$ cat src/rtl/core/rms_pkg.sv
// Shared types, constants and key compare functions for the multi-key record sorter.
package rms_pkg;

  localparam int DEF_MAX_RECORDS = 32;
  localparam int DEF_NAME_CHARS  = 8;

  typedef struct packed {
    logic [63:0] surname_key;
    logic [63:0] given_key;
    logic [1:0]  sector_code;
    logic [4:0]  record_tag;
    logic        final_record;
  } src_item_t;

  typedef struct packed {
    logic [4:0]  out_tag;
    logic [63:0] out_surname;
    logic [63:0] out_given;
    logic [1:0]  out_sector;
    logic        run_end;
    logic        overflowed;
  } snk_item_t;

  typedef struct packed {
    logic [63:0] surname;
    logic [63:0] given;
    logic [1:0]  sector;
    logic [4:0]  tag;
  } rec_t;

  typedef enum logic [1:0] {
    ST_LOAD,
    ST_SORT,
    ST_DRAIN
  } st_t;

  typedef enum logic [1:0] {
    CELL_HOLD,
    CELL_LOAD,
    CELL_SORT,
    CELL_SHIFT
  } cell_op_t;

  typedef struct packed {
    cell_op_t op;
    logic     phase;
    logic     desc;
  } cell_ctl_t;

  // keep the compared characters up to the first zero byte
  function automatic logic [63:0] name_key(input logic [63:0] v, input int chars);
    logic [63:0] k;
    logic        stop;
    k    = '0;
    stop = 1'b0;
    for (int i = 0; i < 8; i++) begin
      if (i >= chars || v[63 - 8*i -: 8] == 8'h00) stop = 1'b1;
      if (!stop) k[63 - 8*i -: 8] = v[63 - 8*i -: 8];
    end
    return k;
  endfunction

  // true when a must come strictly before b
  function automatic logic goes_before(input rec_t a, input rec_t b, input logic desc,
                                       input int chars);
    logic [63:0] sa;
    logic [63:0] sb;
    logic [63:0] ga;
    logic [63:0] gb;
    logic        lt;
    logic        gt;
    sa = name_key(a.surname, chars);
    sb = name_key(b.surname, chars);
    ga = name_key(a.given, chars);
    gb = name_key(b.given, chars);
    if (sa != sb) begin
      lt = sa < sb;
      gt = !lt;
    end else if (a.sector != b.sector) begin
      lt = a.sector < b.sector;
      gt = !lt;
    end else begin
      lt = ga < gb;
      gt = ga > gb;
    end
    return desc ? gt : lt;
  endfunction

endpackage

$ cat src/rtl/core/rms_cell.sv
// One sorting cell: holds a record, loads, does odd-even exchange, shifts toward the output.
module rms_cell #(
  parameter int  NAME_CHARS = rms_pkg::DEF_NAME_CHARS,
  parameter bit  ODD        = 1'b0
) (
  input  logic               clk,
  input  logic               rst,
  input  rms_pkg::cell_ctl_t ctl,
  input  logic               load_en,
  input  rms_pkg::rec_t      load_rec,
  input  rms_pkg::rec_t      left_rec,
  input  logic               left_swap,
  input  rms_pkg::rec_t      right_rec,
  input  logic               right_valid,
  output rms_pkg::rec_t      rec,
  output logic               valid,
  output logic               swap
);

  // left member of a pair this phase and the right neighbor sorts first
  assign swap = (ctl.op == rms_pkg::CELL_SORT) && (ctl.phase == ODD) && valid && right_valid
                && rms_pkg::goes_before(right_rec, rec, ctl.desc, NAME_CHARS);

  always_ff @(posedge clk) begin
    unique case (ctl.op)
      rms_pkg::CELL_LOAD: begin
        if (load_en) rec <= load_rec;
      end
      rms_pkg::CELL_SORT: begin
        if (swap) rec <= right_rec;
        else if (left_swap) rec <= left_rec;
      end
      rms_pkg::CELL_SHIFT: rec <= right_rec;
      rms_pkg::CELL_HOLD: ;
      default: ;
    endcase
  end

  always_ff @(posedge clk) begin
    if (rst) begin
      valid <= 1'b0;
    end else begin
      unique case (ctl.op)
        rms_pkg::CELL_LOAD: begin
          if (load_en) valid <= 1'b1;
        end
        rms_pkg::CELL_SHIFT: valid <= right_valid;
        rms_pkg::CELL_SORT, rms_pkg::CELL_HOLD: ;
        default: ;
      endcase
    end
  end

endmodule

$ cat config.mk
export PLATFORM = sky130hd
export DESIGN_NAME = rms_cell
export DESIGN_NICKNAME = d
export VERILOG_FILES = /design/src/rtl/core/rms_pkg.sv /design/src/rtl/core/rms_cell.sv
export SDC_FILE = /design/constraint.sdc
export NUM_CORES = 1
export LEC_CHECK = 0
export BUFFER_PORTS_ARGS = -buffer_cell sky130_fd_sc_hd__buf_2
export CORE_AREA = 2 2 212 214
export DETAILED_ROUTE_END_ITERATION = 16
export DIE_AREA = 0 0 214 216
export PLACE_DENSITY = 0.53
export RECOVER_POWER = 50
export SYNTH_ARGS = -nofsm -noshare
export SYNTH_HDL_FRONTEND = slang
export SYNTH_SLANG_ARGS = --single-unit
$ cat constraint.sdc
create_clock -name clk -period 12.2 [get_ports clk]
set_input_delay 1.83 -clock clk [delete_from_list [all_inputs] [get_ports clk]]
set_output_delay 1.83 -clock clk [all_outputs]
set_load 0.03 [all_outputs]
After elaboration in Yosys (flattened, before gate mapping)
Cells that the tools add are included.

Word-level logic and storage cells: 134. Register bits after elaboration: 136. Bits of input ports: 414.

Reductions and logical operators: 42. $lt $le $gt $ge: 4. Equal/unequal tests: 7. Mux-type cells: 75. Bitwise logic cells: 1.

Operators with widths (count): two-way mux 135 bit (3); case mux 135 bit (3 select lines) (1); zero test 8 bit (32); two-way mux 8 bit (32); < comparator 64 bit (2); > comparator 64 bit (1); inequality test 64 bit (1); two-way mux 1 bit (38); equality test 2 bit, second input constant (2); logical AND 1 bit (4); inequality test 3 bit, second input constant (1); AND reduction 3 bit (1); nonzero test 3 bit (1); equality test 2 x 1 -> 1 bit, second input constant (1); zero test 1 bit (2); < comparator 2 bit (1); inequality test 2 bit (1); inequality test 2 bit, second input constant (1); case mux 1 bit (2 select lines) (1); AND reduction 2 bit (1); nonzero test 2 bit (1); inverter 1 bit (1).

Longest topological paths before layout
Gate-level depths: netlist of run 1.

Depth in word-level cells: 17. Gate-level depth with buffers: 24. Gate-level depth less buffers: 19.

Least setup slack after synthesis of run 1
Ideal clock, no wire load.

Path kind: input to register. Start point: input right_rec[131] in the netlist's numbering. End point: register rec[0] in the netlist's numbering, enable pin. Buffers on the path: 2. Path slack: 2.643 ns. Arrival time: 9.040 ns. Library setup time: 0.517 ns. Stages on the path: 21. Path through: or4_1 > nor2_1 > a21oi_2 > a21boi_2 > a21boi_2 > a21boi_4 > a21boi_4 > a21boi_0 > and2_1 > ha_1 > nand4_1 > nor4_1 > nand3_1 > nor2_1 > nor4bb_1 > a32o_1 > o2111a_2 > buf_6 > buf_6 > o31ai_1 > nand2b_1.

Cells in the longest elaborated chain, start to end: 17.

RTL lines: start: declaration (line rms_cell.sv:13) `input rms_pkg::rec_t right_rec,`; zero test 8 bit (line rms_pkg.sv:57) `if (i >= chars || v[63 - 8*i -: 8] == 8'h00) stop = 1'b1;`; two-way mux 1 bit (8 in a row) (line rms_pkg.sv:57); two-way mux 8 bit (line rms_pkg.sv:58) `if (!stop) k[63 - 8*i -: 8] = v[63 - 8*i -: 8];`; < comparator 64 bit (line rms_pkg.sv:77) `lt = sa < sb;`; zero test 1 bit (line rms_pkg.sv:78) `gt = !lt;`; two-way mux 1 bit (line rms_pkg.sv:76) `if (sa != sb) begin`; two-way mux 1 bit (*) (line rms_pkg.sv:86) `return desc ? gt : lt;`; logical AND 1 bit (*) (line rms_cell.sv:22) `&& rms_pkg::goes_before(right_rec, rec, ctl.desc, NAME_CHARS);`; inequality test 3 bit (no line) (*); AND reduction 3 bit (no line) (*); end signal: assignment (line rms_cell.sv:27) `if (load_en) rec <= load_rec;`; end signal: assignment (line rms_cell.sv:30) `if (swap) rec <= right_rec;`; end signal: assignment (line rms_cell.sv:31) `else if (left_swap) rec <= left_rec;`; end: declaration (line rms_cell.sv:15) `output rms_pkg::rec_t rec,`.

Mark *: on every way between the ends. The rest lies on a longest branch, timed or not. A chain may end at the register's enable or synchronous reset.

Worst setup path after layout of run 1
Start point: input right_rec[128] in the netlist's numbering. End point: output swap.

Cells in the longest elaborated chain, start to end: 15.

RTL lines: zero test 8 bit (line rms_pkg.sv:57); two-way mux 1 bit (8 in a row) (line rms_pkg.sv:57); two-way mux 8 bit (line rms_pkg.sv:58); < comparator 64 bit (line rms_pkg.sv:77); zero test 1 bit (line rms_pkg.sv:78); two-way mux 1 bit (line rms_pkg.sv:76); two-way mux 1 bit (*) (line rms_pkg.sv:86); logical AND 1 bit (*) (line rms_cell.sv:22); end: declaration (line rms_cell.sv:17) `output logic swap`.

Marked as above.

==> flow_summary.yaml, run 1 <==
hold_path:
  hold_start: "valid"
  hold-path-cell-count: 2
  hold_path.class: "reg -> reg"
  min_to: "valid"
timing:
  max_freq_mhz: 95.7
  skew_ps: 11.2
  setup_viol: 0
  finalHoldViolCount: 0
  tightest_slew_ps: 3940
  finalCritPeriodShare_pct: 85.7
  period_needed_ps: 10450
  slew_violations: 91
  rsz0062_at_grt: "no"
  slew_headroom_pct: -163
  tns_ps: 0
clock_tree:
  cts-htree-levels: 4
  cts-root-buf: "clkbuf_16"
  numCtsBuffers: 17
  clkLatencyLatePin_ps: 470
  cts_buffer_depth: 2
  postCtsHoldBufs: 0
  cts_tree: "done"
  post_cts.repair.setup_buffers: 0
  clk_pin_slew_ps: 70
  post_cts_resized: 0
  cts_sinks: 136
grt:
  antenna_found_initial: 11
  grt.overflow.total: 0
  grt_pass1_vias: 14321
  grt_pass1_wl_um: 83700
  grt_start_max_net_pins: 233
  grt.total_usage_pct: 23.3
yosys:
  synth_warnings: 0
  synth_nets: 2181
  yosys.area_share.simple_pct: 19.3
  synth_compound_area_share_pct: 29.2
  synthMuxAreaShare_pct: 0
  yosysSeqAreaShare_pct: 29.4
  synth_xor_area_share_pct: 0
  synth_top_family_by_area: "compound AO/OA/AOI/OAI gates"
  synthFlopType: "edfxtp_1"
  synthAdderAreaFrac_pct: 11.7
  synth_edf_count: 135
  syn_avg_cell_area_um2: 8.47
  ys_ff_latch: 136
  synthArstFlopShare_pct: 0
  synthDistinctLibCells: 54
  synth_area_um2: 13900
  synth_cells: 1637
drt:
  avgRoutedWirePerCell_um: 20.7
  vias: 14536
  ant_nets: 0
  vias_per_cell: 5.41
  drc: 0
  initialDrtViolationCount: 1023
  drt-pass1-iter-count: 5
  drt-total-wl_um: 55700
critical_path:
  r2r-end: "rec[60]"
  start_kind: "primary input"
  critPathMostFrequentCell: "a21boi_0"
  arrival_ps: 8620
  cp_data_required_time_ps: 10370
  crit_chain: "clkbuf_1 -> or4_1 -> nor2_1 -> a21oi_2 -> a21boi_0 -> a21boi_0 -> a21boi_4 -> a21boi_4 -> a21boi_0 -> and2_0 -> ha_1 -> nand4_1 -> nor4_1 -> nand3_1 -> nor2_1 -> nor4bb_1 -> a32o_1 -> o2111a_2 -> buf_4 -> or2_2 -> buf_2"
  cp_slowest_cell: "a21boi_0"
  cpPeakStageDelay_ps: 800
  crit_fanout: 96
  reg2reg_slack_ps: 4450
  reg2regPathDepth: 21
  critPathKind: "in -> out"
  timing.rr.start: "rec[126]"
  worstSetupEndpointType: "primary output"
  setup.worst_path.start: "right_rec[128]"
place:
  numPortBuffers: 550
  place_hpwl_um: 43400
  gp_congestion: 0.911
floorplanning:
  io_pins: 551
  dieArea_um2: 46200
  core_area_um2: 43800
  die_w_um: 214
  start_util_pct: 31.6
  die_h_um: 216
  rows: 77
power_and_ir_drop:
  net-switching-power_uw: 596
  clkPwrFrac_pct: 31.0
  p_comb_share_pct: 31.8
  leakagePower_uw: 0.00763
  vdd_drop_max_uv: 80.5
  sw_frac_of_total_pct: 36.2
  seqPwrFrac_pct: 37.2
  powerDensity_nw_per_um2: 96.6
  power.internal_uw: 1050
run_status:
  violations: "max-capacitance violations, max-slew violations"
  status: "complete, but fails checks"
flow_run:
  maxCapViolations: 1
final_layout:
  area_delta_synth_final_pct: 22.8
  fill_cells: 4662
  final_nets: 2619
  drive_gt1_share_pct: 22.7
  final_util_pct: 38.9
==> power by group through the flow <==
stage | Sequential [µW] | Combinational (µW) | Clock, µW
global route | 617 | 579 | 539
detailed placement | 621 | 532 | 0
floorplan | 692 | 251 | 0
global placement | 621 | 527 | 0
CTS | 611 | 536 | 522
finish | 613 | 523 | 510
==> cells in the mapped netlist (2+ instances only) <==
master | n | area share, %
a211oi_1 | 4 | 0.22
a21boi_0 | 2 | 0.11
a21boi_1 | 2 | 0.11
a21boi_2 | 8 | 0.65
a21boi_4 | 2 | 0.27
a21o_1 | 11 | 0.60
a21oi_1 | 183 | 6.6
a21oi_2 | 4 | 0.25
a221o_1 | 5 | 0.36
a221oi_1 | 2 | 0.13
and2_1 | 98 | 4.4
and3_1 | 3 | 0.14
and4_1 | 4 | 0.25
buf_2 | 27 | 0.97
buf_4 | 2 | 0.11
buf_6 | 27 | 2.2
clkbuf_1 | 83 | 2.2
clkbuf_8 | 4 | 0.40
edfxtp_1 | 135 | 29
ha_1 | 130 | 12
inv_1 | 161 | 4.4
nand2_1 | 148 | 4.0
nand2b_1 | 3 | 0.14
nand3_1 | 15 | 0.54
nand4_1 | 27 | 1.2
nor2_1 | 149 | 4.0
nor2b_1 | 18 | 0.81
nor3_1 | 8 | 0.29
nor4_1 | 56 | 2.5
nor4_2 | 2 | 0.18
nor4bb_1 | 2 | 0.14
o211ai_1 | 2 | 0.11
o21a_1 | 2 | 0.11
o21ai_0 | 13 | 0.47
o31ai_1 | 137 | 7.4
o41a_1 | 135 | 11
or4_1 | 6 | 0.32
==> routing by layer <==
layer | vias to the layer above | global-route usage, % | routed length (µm)
li1 | 7015 | - | -
met1 | 6909 | 28.9 | 23700
met2 | 545 | 40.2 | 27400
met3 | 61 | 4.65 | 3450
met4 | 6 | 7.65 | 1120
met5 | - | 0 | 38
==> critical path: cells and delay by family <==
family / cells / cell delay (ps)
simple gates: 9 / 1980
compound gates: 8 / 3500
buf+inv: 3 / 1090
fa+ha+maj: 1 / 180
==> worst max path at each step <==
| stage | endpoint | slack [ps] |
|---|---|---|
| floorplan | rec[0] | 2640 |
| global placement | swap | 2720 |
| detailed placement | swap | 2560 |
| CTS | swap | 2560 |
| global route | swap | 1140 |
| finish | swap | 1750 |
==> placed cells by master, fill, tap and decap left out, types with 8 or more instances in the layout <==
master and count:
nand3_1 15, and2_1 97, nor2b_1 18, clkbuf_1 139, nor3_1 8, buf_4 11, a21o_1 11, o41a_1 135
nand4_1 27, a21oi_1 183, o31ai_1 137, diode_2 9, edfxtp_1 135, inv_1 161, ha_1 130, nor4_1 57
nand2_1 148, clkbuf_16 17, nor2_1 149, o21ai_0 13, buf_2 411
==> state kept, by name (all words and copies together) (netlist names) <==
register,flops
rec,135
valid,1
==> cell families (layout without fill, tap and decap cells) <==
kind of cell    count (synthesis)  after routing
compound gates                524            524
fa+ha+maj                     130            130
buf+inv                       305            756
flops                         136            136
other cells                     0              9
simple gates                  542            542
==> layout make-up <==
| type | count | area, µm² | area share, % |
|---|---|---|---|
| inverter | 161 | 604 | 3.55 |
| clock buffer | 18 | 429 | 2.52 |
| timing repair buffer | 563 | 2710 | 15.9 |
| tap | 592 | 741 | 4.35 |
| sequential | 136 | 4070 | 23.9 |
| clock inverter | 14 | 125 | 0.735 |
| multi-input combinational | 1196 | 8330 | 48.9 |
| antenna | 9 | 22.5 | 0.132 |
==> stage by stage <==
| step | hold slack [ps] | cell area [µm²] | cells | total power (µW) | worst slack, ps |
|---|---|---|---|---|---|
| 2_1_floorplan | 636 | 13900 | 1637 | 943 | 2640 |
| 6_report | 597 | 17000 | 2689 | 1650 | 1750 |
| 3_5_place_dp | 578 | 16700 | 2648 | 1150 | 2560 |
| 5_1_grt | 649 | 17000 | 2687 | 1730 | 1140 |
| 4_1_cts | 590 | 17200 | 2680 | 1670 | 2560 |
| 3_3_place_gp | 588 | 16700 | 2648 | 1150 | 2720 |
No activity file was read; power rests on OpenSTA's default activity.
==> run 2, diff against run 1 <==
- CTS_BUF_LIST: not set -> sky130_fd_sc_hd__clkbuf_8
==> flow_summary.yaml, run 2 (same netlist as run 1, synthesis figures left out) <==
run_status:
  status: "complete, but fails checks"
  violations: "max-capacitance violations, max-slew violations"
clock_tree:
  post_cts.repair.setup_buffers: 0
  cts-htree-levels: 4
  post_cts_resized: 0
  clkLatencyLatePin_ps: 530
  postCtsHoldBufs: 0
  cts_buffer_depth: 2
  numCtsBuffers: 17
  cts_tree: "done"
  cts_sinks: 136
  clk_pin_slew_ps: 90
  cts-root-buf: "clkbuf_8"
final_layout:
  layout.cells.most_common: "buf_2"
  layout.cells.non_filler: 2690
  largest_reg_flops: 135
  area_delta_synth_final_pct: 21.5
  final_area_um2: 16800
  mostFrequentLayoutCells: "buf_2, a21oi_1, inv_1, nor2_1, nand2_1"
  top_regs: "rec: 135 flops, valid: 1 flops"
  drive_gt1_share_pct: 22.7
  final_util_pct: 38.4
  fill_cells: 4687
  top_register: "rec"
  final_nets: 2619
hold_path:
  hold_path.class: "reg -> reg"
  min_to: "valid"
  hold_start: "valid"
  hold-path-cell-count: 2
critical_path:
  critPathKind: "in -> out"
  cpPeakStageDelay_ps: 800
  crit_chain: "clkbuf_1 -> or4_1 -> nor2_1 -> a21oi_2 -> a21boi_0 -> a21boi_0 -> a21boi_4 -> a21boi_4 -> a21boi_0 -> and2_0 -> ha_1 -> nand4_1 -> nor4_1 -> nand3_1 -> nor2_1 -> nor4bb_1 -> a32o_1 -> o2111a_2 -> buf_4 -> or2_2 -> buf_2"
  start_kind: "primary input"
  worstSetupEndpointType: "primary output"
  cp_top_family: "compound AO/OA/AOI/OAI gates"
  cp_data_required_time_ps: 10370
  reg2reg_slack_ps: 4440
  timing.rr.start: "rec[126]"
  r2r-end: "rec[60]"
  crit_fanout: 96
  critPathMostFrequentCell: "a21boi_0"
  reg2regPathDepth: 21
  cp_slowest_cell: "a21boi_0"
  timing.critical_path.buf_inv: 3
  arrival_ps: 8570
flow_run:
  maxCapViolations: 1
timing:
  slew_headroom_pct: -159
  period_needed_ps: 10400
  rsz0062_at_grt: "no"
  slew_violations: 91
  finalCritPeriodShare_pct: 85.2
  tns_ps: 0
  setup_viol: 0
  tightest_slew_ps: 3890
  skew_ps: 14.9
  timing.final.ws_setup_ps: 1800
  finalHoldViolCount: 0
  max_freq_mhz: 96.2
floorplanning:
  io_pins: 551
  start_util_pct: 31.6
  dieArea_um2: 46200
  core_area_um2: 43800
  rows: 77
  die_w_um: 214
  die_h_um: 216
place:
  postPlaceCellArea_um2: 16700
  dp.cells: 2648
  dpl_worst_slack_ps: 2560
  numPortBuffers: 550
  gp_congestion: 0.911
  place_hpwl_um: 43400
drt:
  initialDrtViolationCount: 1072
  drt-total-wl_um: 55800
  vias_per_cell: 5.43
  vias: 14610
  drt-pass1-iter-count: 5
  ant_nets: 0
  avgRoutedWirePerCell_um: 20.7
  drc: 0
grt:
  grt.total_usage_pct: 23.3
  grt_start_max_net_pins: 233
  grt.overflow.total: 0
  grt_pass1_wl_um: 83800
  antenna_found_initial: 12
  grt_pass1_vias: 14309
power_and_ir_drop:
  vdd_drop_max_uv: 62.8
  leakagePower_uw: 0.00755
  powerDensity_nw_per_um2: 89.7
run 2: final cells by class:
class	instances	area [µm²]	share of cell area, %
Clock inverter	15	129	0.765
Clock buffer	17	234	1.39
Tap cell	592	741	4.40
Antenna cell	10	25.0	0.149
Timing Repair Buffer	563	2710	16.1
Sequential cell	136	4070	24.2
Inverter	161	604	3.59
Multi-Input combinational cell	1196	8330	49.5
run 2: routing by layer:
metal	global-route usage, %	wire length, µm	up-vias
li1	-	-	7018
met1	29.0	23800	6968
met2	40.2	27500	562
met3	5.34	3510	56
met4	6.48	927	6
met5	0	37	-
run 2: tightest hold or removal path, stage by stage (launching register included):
cell,delay (ps)
dfxtp_1,380
nor2_1,120
nor3_1,60
run 2: through the flow:
| step | power (µW) | hold slack, ps |
|---|---|---|
| global placement | 1150 | 588 |
| global route | 1600 | 654 |
| floorplan | 943 | 636 |
| CTS | 1530 | 594 |
| finish | 1510 | 590 |
| detailed placement | 1150 | 578 |
run 2: how the worst max path moves through the flow:
stage                         from  endpoint  slack, ps  cells after the start
floorplan           right_rec[131]    rec[0]       2640                     21
global placement    right_rec[127]      swap       2720                     21
detailed placement  right_rec[128]      swap       2560                     21
CTS                 right_rec[128]      swap       2560                     21
global route        right_rec[128]      swap       1140                     21
finish              right_rec[128]      swap       1800                     21
run 2: power breakdown:
group,switching [µW],internal (µW)
Sequential,41.1,571
Clock,216,160
Combinational,326,198
Total,583,928
